[src/design/slkc_pkg.sv]
`timescale 1ns / 1ps

package slkc_pkg;

  // Field widths
  localparam int CODE_BITS  = 3;
  localparam int KEY_BITS   = 7;
  localparam int POS_BITS   = 7;
  localparam int LEN_BITS   = 8;
  localparam int COLOR_BITS = 24;
  localparam int CFG_BITS   = 32;
  localparam int CFG_IDX_BITS = 3;

  // Status codes
  localparam logic [CODE_BITS-1:0] ST_OFF  = 3'd0;
  localparam logic [CODE_BITS-1:0] ST_OK   = 3'd1;
  localparam logic [CODE_BITS-1:0] ST_WARN = 3'd2;
  localparam logic [CODE_BITS-1:0] ST_FAIL = 3'd3;
  localparam logic [CODE_BITS-1:0] ST_BUSY = 3'd4;

  // Animation styles
  localparam logic [1:0] STY_SOLID     = 2'd0;
  localparam logic [1:0] STY_PULSE     = 2'd1;
  localparam logic [1:0] STY_SWEEP     = 2'd2;
  localparam logic [1:0] STY_SOLID_ALT = 2'd3;

  // Register indexes
  localparam logic [CFG_IDX_BITS-1:0] REG_OFF_COLOR  = 3'd0;
  localparam logic [CFG_IDX_BITS-1:0] REG_OK_COLOR   = 3'd1;
  localparam logic [CFG_IDX_BITS-1:0] REG_WARN_COLOR = 3'd2;
  localparam logic [CFG_IDX_BITS-1:0] REG_FAIL_COLOR = 3'd3;
  localparam logic [CFG_IDX_BITS-1:0] REG_BUSY_COLOR = 3'd4;
  localparam logic [CFG_IDX_BITS-1:0] REG_STYLES     = 3'd5;
  localparam logic [CFG_IDX_BITS-1:0] REG_OK_TIMEOUT = 3'd6;

  // Register reset values
  localparam logic [COLOR_BITS-1:0] RST_OFF_COLOR  = 24'h000000;
  localparam logic [COLOR_BITS-1:0] RST_OK_COLOR   = 24'h00DC50;
  localparam logic [COLOR_BITS-1:0] RST_WARN_COLOR = 24'hF0B400;
  localparam logic [COLOR_BITS-1:0] RST_FAIL_COLOR = 24'hFF1E14;
  localparam logic [COLOR_BITS-1:0] RST_BUSY_COLOR = 24'hFF9600;
  localparam logic [7:0]            RST_STYLES     = 8'h94;
  localparam logic [CFG_BITS-1:0]   RST_OK_TIMEOUT = 32'd0;

  localparam logic [COLOR_BITS-1:0] GRAY_COLOR = 24'h787878;

  // Intensity in Q1.16
  localparam int INT_BITS = 17;
  localparam logic [INT_BITS-1:0] Q16_ONE = 17'h10000;

  // Pulse: phase step per ms in Q0.48 turns, split for two narrow products
  localparam longint unsigned TURN_STEP_Q48 = 64'd223990669501;
  localparam int STEP_LO_BITS = 24;
  localparam logic [23:0] STEP_LO = 24'(TURN_STEP_Q48 & 64'hFFFFFF);
  localparam logic [13:0] STEP_HI = 14'(TURN_STEP_Q48 >> STEP_LO_BITS);
  localparam int SINE_ENTRIES = 256;
  localparam int SINE_BITS = $clog2(SINE_ENTRIES);
  localparam logic [31:0] PULSE_BASE = 32'(44237 * 32768);
  localparam logic [15:0] PULSE_GAIN = 16'd21299;
  localparam int PULSE_ROUND = 16384;

  // Sweep: period fold and reciprocal constants
  localparam int SWEEP_PERIOD = 1250;
  localparam int FOLD_MUL = (1 << 16) % SWEEP_PERIOD;
  localparam int MOD_SHIFT = 37;
  localparam logic [26:0] MOD_RECIP =
    27'(((64'd1 << MOD_SHIFT) + SWEEP_PERIOD - 1) / SWEEP_PERIOD);
  localparam int HEAD_SHIFT = 22;
  localparam logic [27:0] HEAD_RECIP =
    28'(((64'd1 << 38) + SWEEP_PERIOD - 1) / SWEEP_PERIOD);
  localparam int RECIP_SHIFT = 31;
  localparam int POS_SHIFT = RECIP_SHIFT - 16;
  localparam logic [INT_BITS-1:0] SWEEP_FLOOR = 17'd7864;
  localparam logic [19:0] SWEEP_KNEE = 20'(65536 - 7864);

  // Fade divider
  localparam int FADE_STAGES = 17;

  localparam int QUEUE_DEPTH = 4;
  localparam int QPTR_BITS = $clog2(QUEUE_DEPTH);

  localparam longint unsigned Q30_ONE = 64'd1073741824;
  localparam longint unsigned PIHALF_Q30 = 64'd1686629713;

  typedef struct packed {
    logic [CODE_BITS-1:0] status_code;
    logic [31:0]          time_ms;
    logic [31:0]          age_ms;
    logic [POS_BITS-1:0]  run_position;
    logic [LEN_BITS-1:0]  run_length;
    logic [KEY_BITS-1:0]  key_address;
  } item_t;

  typedef struct packed {
    logic [KEY_BITS-1:0] key_out;
    logic [7:0]          red;
    logic [7:0]          green;
    logic [7:0]          blue;
  } result_t;

  typedef struct packed {
    logic [COLOR_BITS-1:0] off_color;
    logic [COLOR_BITS-1:0] ok_color;
    logic [COLOR_BITS-1:0] warn_color;
    logic [COLOR_BITS-1:0] fail_color;
    logic [COLOR_BITS-1:0] busy_color;
    logic [7:0]            style_codes;
    logic [CFG_BITS-1:0]   ok_timeout_ms;
  } cfg_t;

  // Classified item handed from front to back
  typedef struct packed {
    logic [KEY_BITS-1:0]   key;
    logic [COLOR_BITS-1:0] color;
    logic [INT_BITS-1:0]   inten;
    logic                  fade;
    logic [31:0]           num;
    logic [31:0]           den;
  } work_t;

  // Sine in Q1.15, Taylor series in Q30 on the quarter wave
  function automatic logic signed [15:0] sine_entry(input int unsigned k);
    longint unsigned a, q, r, th, t2, acc, v;
    logic signed [15:0] rv;
    a = 4 * longint'(k);
    q = a / SINE_ENTRIES;
    r = a % SINE_ENTRIES;
    if ((q & 1) != 0) r = SINE_ENTRIES - r;
    th = (r * PIHALF_Q30) / SINE_ENTRIES;
    t2 = (th * th) >> 30;
    acc = Q30_ONE;
    acc = Q30_ONE - ((t2 * acc) >> 30) / 72;
    acc = Q30_ONE - ((t2 * acc) >> 30) / 42;
    acc = Q30_ONE - ((t2 * acc) >> 30) / 20;
    acc = Q30_ONE - ((t2 * acc) >> 30) / 6;
    v = (((th * acc) >> 30) + 16384) >> 15;
    if (v > 32767) v = 32767;
    rv = 16'(v);
    if (q >= 2) rv = -rv;
    return rv;
  endfunction

endpackage

[src/design/slkc_queue.sv]
`timescale 1ns / 1ps

module slkc_queue import slkc_pkg::*; (
  input  logic  clk,
  input  logic  rst,
  input  logic  push,
  input  work_t push_data,
  output logic  full,
  input  logic  pop,
  output logic  empty,
  output work_t head
);

  work_t store [QUEUE_DEPTH];
  logic [QPTR_BITS-1:0] wr_ptr, rd_ptr;
  logic [QPTR_BITS:0]   count;

  assign full  = (count == (QPTR_BITS+1)'(QUEUE_DEPTH));
  assign empty = (count == '0);
  assign head  = store[rd_ptr];

  always_ff @(posedge clk) begin
    if (rst) begin
      wr_ptr <= '0;
      rd_ptr <= '0;
      count  <= '0;
    end else begin
      if (push) wr_ptr <= wr_ptr + 1'b1;
      if (pop)  rd_ptr <= rd_ptr + 1'b1;
      unique case ({push, pop})
        2'b10:   count <= count + 1'b1;
        2'b01:   count <= count - 1'b1;
        default: count <= count;
      endcase
    end
  end

  always_ff @(posedge clk) begin
    if (push) store[wr_ptr] <= push_data;
  end

endmodule

[config.mk]
export PLATFORM = sky130hd
export DESIGN_NAME = slkc_queue
export DESIGN_NICKNAME = d
export VERILOG_FILES = /design/src/design/slkc_pkg.sv /design/src/design/slkc_queue.sv
export SDC_FILE = /design/constraint.sdc
export NUM_CORES = 1
export LEC_CHECK = 0
export ABC_AREA = 1
export BUFFER_PORTS_ARGS = -buffer_cell sky130_fd_sc_hd__buf_4
export CAP_MARGIN = 10
export CORE_ASPECT_RATIO = 1.25
export CORE_MARGIN = 3
export CORE_UTILIZATION = 40
export CTS_CLUSTER_SIZE = 14
export DETAILED_ROUTE_END_ITERATION = 6
export SYNTH_ARGS = -nofsm -noshare
export SYNTH_HDL_FRONTEND = slang
export SYNTH_SLANG_ARGS = --single-unit
[constraint.sdc]
create_clock -name clk -period 6.77 [get_ports clk]
set_input_delay 0.677 -clock clk [delete_from_list [all_inputs] [get_ports clk]]
set_output_delay 0.677 -clock clk [all_outputs]
set_load 0.02 [all_outputs]
==> impl_results.md, run 1 <==
- Final worst-path cycle share: 57.7%
- Clock share of power: a little under two fifths
- CP arrival: about 3.2 ns
- Status: complete, no violations
- RSZ-0062 raised after global routing: false
- Fmax: ~260 MHz
- Setup Viol. Count Final: 0
- Cts hold-fix bufs: 0
- Crit Path Class: reg -> out
- CTS tree: done
- Critical path peak fanout: 75
- TritonRoute pass-1 iters: 5
- Worst Max-Slew Pin Slew: between 1 and 1.5 ns
- Die footprint: about 0.045 mm2
- Post-Route Skew: between 0.01 and 0.015 ns
- Routed length on met2: a little under 20,000 um
- Tmin final: 3.90 ns
- Final TNS setup: 0 ns
- Pin count of the biggest net entering global routing: approximately 120
- Initial Utilization: between 40% and 50%
- Vias after detailed routing: just over 10,000
- Slew HR: 32.6%
- Worst EP required: between 6 and 7 ns
- Setup bufs post-CTS: 0
- GRT Total Usage: 16.5%
- Routed len/inst: between 15 and 20 um
- Sink Count: roughly 460
- Number of global-route vias before repair: a little over 10,000
- Final #Nets: 1,490
- Detail Route Antenna Nets: 0
- Max VDD drop: between 0.0002 and 0.00025 V
- Chip height: around 240 um
- Finished Cell Area: between 0.02 and 0.025 mm2
- Reg power frac: roughly 50%
- Placer Congestion: ~0.74
- Max_cap viols: 0
- Core Area: between 0.04 and 0.05 mm2
- Syn-to-layout area delta: 20.9%
- Vias per inst: 5.15
- LEAKAGE: roughly 7.2 nW
- Port bufs: between 200 and 250
- Yosys reg bits: around 460
- Clock Path Buffers: 3
- # DRC: 0
- Final Slew Violations: 0
- Comb pwr share: between 10% and 20%
- Path type of the worst min-delay path: in -> reg
- Proportion of layout cells with a drive suffix above 1: about 22%
- Pwr Density: 311 mW/mm2
- Top Layer Used: met5
- Sw Share: between 20% and 30%
- Commonest non-fill, non-tap cells in the layout: edfxtp_1, buf_4, nor2_1
- Met1 wire length: roughly 15,000 um
- Row cnt: 84
- Sequential-to-total area share from yosys stat: between 80% and 90%
- Pint: about 5.0 mW
- Ys Warns: 0
- Mapped Cells: roughly 1,200
- DRT iter0 DRCs: 619
- Post-Syn Area: roughly 0.017 mm2
- Metal3 WL: 2520 um
- Hold Vio Cnt, Final: 0
- Cell variety after synth: 21
- Syn Nets: approximately 1,300
- H-tree depth: 2
- Post-CTS Resized: 0
- Synth Area per Inst: between 10 and 15 um2
- Overflow after GRT: 0
- Clock Pin Slew Worst Setup and Hold Paths: 0.06 ns
- Die W: between 150 and 200 um
- Most common cell after layout, fill and taps aside: edfxtp_1
- First-pass GRT wire length: 58,000 um
- Initial antenna violation count: 1
- Placed Area: slightly below 0.02 mm2
- Clock Latency Late Sink: 0.56 ns
- Total CTS buffers: between 40 and 50
- Crit start category: flip-flop
- ANT cells: 0
- Post-DP HPWL: 20,500 um
- WL final: ~38,000 um
- Psw: 1.51 mW
- Crit end category: output pin
- CTS Root Cell: clkbuf_16
- Ports: ~230
critical path, cell delays in order, from the launching register on:
cell	delay (ns)
dfxtp_4	0.72
buf_4	0.47
buf_4	0.69
o21ai_0	0.20
o22ai_1	0.32
buf_4	0.21
worst paths after layout:
check	startpoint	endpoint	cells past startpoint	slack [ns]
max reg2reg	wr_ptr[0]$_SDFFE_PP0P_	store[0][23]$_DFFE_PP_	5	4.07
max	flip-flop	head[101]	5	2.87
min reg2reg	rd_ptr[1]$_SDFFE_PP0P_	flip-flop	1	0.44
min	push_data[46]	store[3][46]$_DFFE_PP_	1	0.31
synth_stat cells:
cell type  instances  share of area (%)
a21oi_1            5               0.15
buf_2             15               0.44
buf_4              4               0.18
buf_6             16                1.1
buf_8              1              0.087
clkbuf_1          37               0.81
dfxtp_1            9                1.1
edfxtp_1         452                 79
fa_1               1               0.12
ha_1               5               0.36
inv_1             16               0.35
inv_2              1              0.022
inv_6              1              0.051
nand2_1            9               0.20
nand3_1            1              0.029
nand4_1            1              0.036
nor2_1           229                5.0
nor3_1             2              0.058
o21ai_0          202                5.9
o21ai_1           30               0.88
o22ai_1          113                4.1
layer usage:
metal  track usage [%]  vias to the layer above
met4              5.05                        2
li1                  -                     4780
met3              4.74                       64
met1              20.5                     5021
met5                 0                        -
met2              28.1                      238
logic make-up after synthesis:
group	count (synthesis)	share of synthesized area [%]
flip-flops	461	80.2
AO/OA/AOI/OAI	350	11.0
AND/OR/NAND/NOR	242	5.33
buffers and inverters	91	2.98
adder cells (fa/ha/maj)	6	0.481
power groups by stage:
stage | Combinational (mW) | Clock [mW] | Sequential [mW]
after global placement | 0.689 | 0 | 3.36
after CTS | 0.700 | 2.54 | 3.30
after detailed placement | 0.698 | 0 | 3.36
final | 0.684 | 2.47 | 3.30
after floorplan | 0.387 | 0 | 3.35
after global routing | 0.748 | 2.65 | 3.31
layout make-up:
cell class / instances / area (um2)
timing repair buffer: 241 / 1820
multi-input combinational: 598 / 2890
sequential: 461 / 13800
inverter: 18 / 83.8
fill: 3620 / 21500
clock inverter: 22 / 199
clock buffer: 64 / 1280
tap: 559 / 699
registers in the layout, summed over array words and instances (netlist names), named ones only:
register	flops
rd_ptr	2
count	3
store	452
wr_ptr	2
stage by stage:
stage | hold slack (ns) | util (%) | setup slack [ns] | std cells | power (mW)
6_report | 0.313 | 49.1 | 2.87 | 1963 | 6.46
4_1_cts | 0.264 | 49.1 | 2.70 | 1963 | 6.54
3_5_place_dp | 0.420 | 45.6 | 3.30 | 1877 | 4.06
2_1_floorplan | 0.412 | - | 3.41 | 1150 | 3.74
5_1_grt | 0.272 | 49.1 | 2.57 | 1963 | 6.71
3_3_place_gp | 0.417 | 45.6 | 3.34 | 1877 | 4.05
(Power assumes the default switching activity.)
==> run 2: changes to the inputs <==
Clock period 6.77 ns to 3.8 ns, I/O delays scaled along.
==> impl_results.md, run 2 (synthesis results as in run 1) <==
- CP arrival: 2.58 ns (-0.65 ns)
- Row cnt: 84 (unchanged)
- Initial Utilization: 40.6% (unchanged)
- Commonest non-fill, non-tap cells in the layout: edfxtp_1, buf_4, nor2_1
- Max VDD drop: 0.000559 V (+140%)
- Setup bufs post-CTS: 0 (unchanged)
- Setup ws final: 0.836 ns (-2.03 ns)
- Crit Path Class: reg -> out
- H-tree depth: 2 (unchanged)
- Die W: 191 um (unchanged)
- Reg with most FFs: store
- RSZ-0062 raised after global routing: false
- Worst path cell trace: buf_12 -> o21ai_0 -> o22ai_1 -> buf_4
- # DRC: 0 (unchanged)
- Number of global-route vias before repair: 10,500 (+2.3%)
- Finished Layout Cells: 2,005 (+2.1%)
- Overflow after GRT: 0 (unchanged)
- Vias after detailed routing: 10,300 (+2.0%)
- Total CTS buffers: 46 (-2.1%)
- Largest regs: store (452), count (3)
- Total power: 11.5 mW (+78%)
- Hold Vio Cnt, Final: 0 (unchanged)
- Status: complete, no violations
- Clock Pin Slew Worst Setup and Hold Paths: 0.06 ns (about the same)
- Pre-CTS setup slack: 1.44 ns (-1.86 ns)
- Slew HR: 25.6% (-7.0 points)
- GRT Total Usage: 16.8% (+0.28 points)
- Most common cell after layout, fill and taps aside: edfxtp_1
- WL final: 39,000 um (+2.0%)
- Final worst-path cycle share: slightly below 80%
- Max FFs per register: 452 (unchanged)
- Proportion of layout cells with a drive suffix above 1: 22.3% (+0.046 points)
- Fmax: roughly 340 MHz
- Final Slew Violations: 0 (unchanged)
- Sink Count: 461 (unchanged)
- CP max-delay cell: buf_12
- Setup Viol. Count Final: 0 (unchanged)
- Placed Cells: 1,887 (+0.53%)
- Final hold slack: 0.0280 ns (-0.285 ns)
- Pwr Density: 543 mW/mm2 (+74%)
- LEAKAGE: 7.38 nW (+3.0%)
- Max stage delay on crit path: 0.60 ns (-0.12 ns)
- Detail Route Antenna Nets: 0 (unchanged)
- Critical path peak fanout: 226 (+200%)
- CTS Root Cell: clkbuf_16
- TritonRoute pass-1 iters: 5 (unchanged)
- Tmin final: 2.96 ns
- CTS tree: done
- Clock Latency Late Sink: 0.55 ns (about the same)
- Ports: 232 (unchanged)
- Clock Path Buffers: 3 (unchanged)
- Path type of the worst min-delay path: in -> reg
- Final Util: 50.2% (+1.1 points)
- Port bufs: 231 (unchanged)
- Chip height: 238 um (unchanged)
- Initial antenna violation count: 2 (+1)
- Crit end category: output pin
- ANT cells: 0 (unchanged)
- Routed len/inst: 19.4 um (-0.14%)
- Max_cap viols: 0 (unchanged)
- Core Area: 0.0423 mm2 (unchanged)
- Post-Route Skew: 0.0145 ns (+0.00441 ns)
- Pin count of the biggest net entering global routing: 227 (+91%)
- Placed Area: 0.0194 mm2 (+0.78%)
- DRT iter0 DRCs: 666 (+7.6%)
- Final #Nets: 1,533 (+2.9%)
- Placer Congestion: 0.710 (-3.4%)
- Die footprint: 0.0454 mm2 (unchanged)
- Vias per inst: 5.14 (-0.16%)
- Worst EP required: 3.42 ns (-2.67 ns)
- Crit start category: flip-flop
- Final TNS setup: 0 ns (unchanged)
- First-pass GRT wire length: 59,300 um (+2.3%)
- Syn-to-layout area delta: 23.7%
- Worst Max-Slew Pin Slew: 1.12 ns (+0.106 ns)
- Post-DP HPWL: 21,400 um (+4.6%)
- Finished Cell Area: 0.0212 mm2 (+2.3%)
-- run 2: cell count changes in the layout (fill, tap and decap cells not counted), sizes merged --
| cell | before | now |
|---|---|---|
| clkbuf | 64 | 59 |
| clkinv | 17 | 21 |
| dlygate4sd3 | 0 | 34 |
| inv | 18 | 17 |
| buf | 241 | 251 |
-- run 2: worst paths after layout --
check                              start                endpoint  slack, ns  cells past startpoint
hold / removal             push_data[16]  store[1][16]$_DFFE_PP_       0.03                      1
setup reg to reg  wr_ptr[1]$_SDFFE_PP0P_  store[1][84]$_DFFE_PP_       1.83                      5
hold reg to reg   rd_ptr[1]$_SDFFE_PP0P_               flip-flop       0.46                      1
setup / recovery               flip-flop                head[76]       0.84                      4
-- run 2: cell type report --
| class | instances | area (um2) |
|---|---|---|
| fill | 3623 | 21000 |
| sequential | 461 | 13800 |
| multi-input combinational | 598 | 2890 |
| timing repair buffer | 285 | 2310 |
| clock buffer | 59 | 1260 |
| tap | 559 | 699 |
| clock inverter | 25 | 206 |
| inverter | 18 | 83.8 |
-- run 2: per-layer routing --
| metal | part of all wire [%] | global-route usage (%) |
|---|---|---|
| met5 | 0.069 | 0 |
| met3 | 5.3 | 3.76 |
| met1 | 42 | 21.4 |
| met2 | 51 | 29.0 |
| met4 | 2.1 | 4.89 |
-- run 2: power breakdown --
group	switching, mW	internal (mW)
Clock	1.81	2.55
Sequential	0.0560	5.81
Combinational	0.812	0.471
-- run 2: timing repair --
item                                   CTS  global route
gates resized for setup                  0             0
hold buffers                            34             0
endpoints found under the hold margin  124             0
setup endpoints to repair                0             0
-- run 2: worst max-delay path: cells and delay by family (launching register included) --
kind                   cells  cell delay [ns]
AO/OA/AOI/OAI              2             0.53
buffers and inverters      2             0.80
flip-flops                 1             0.38
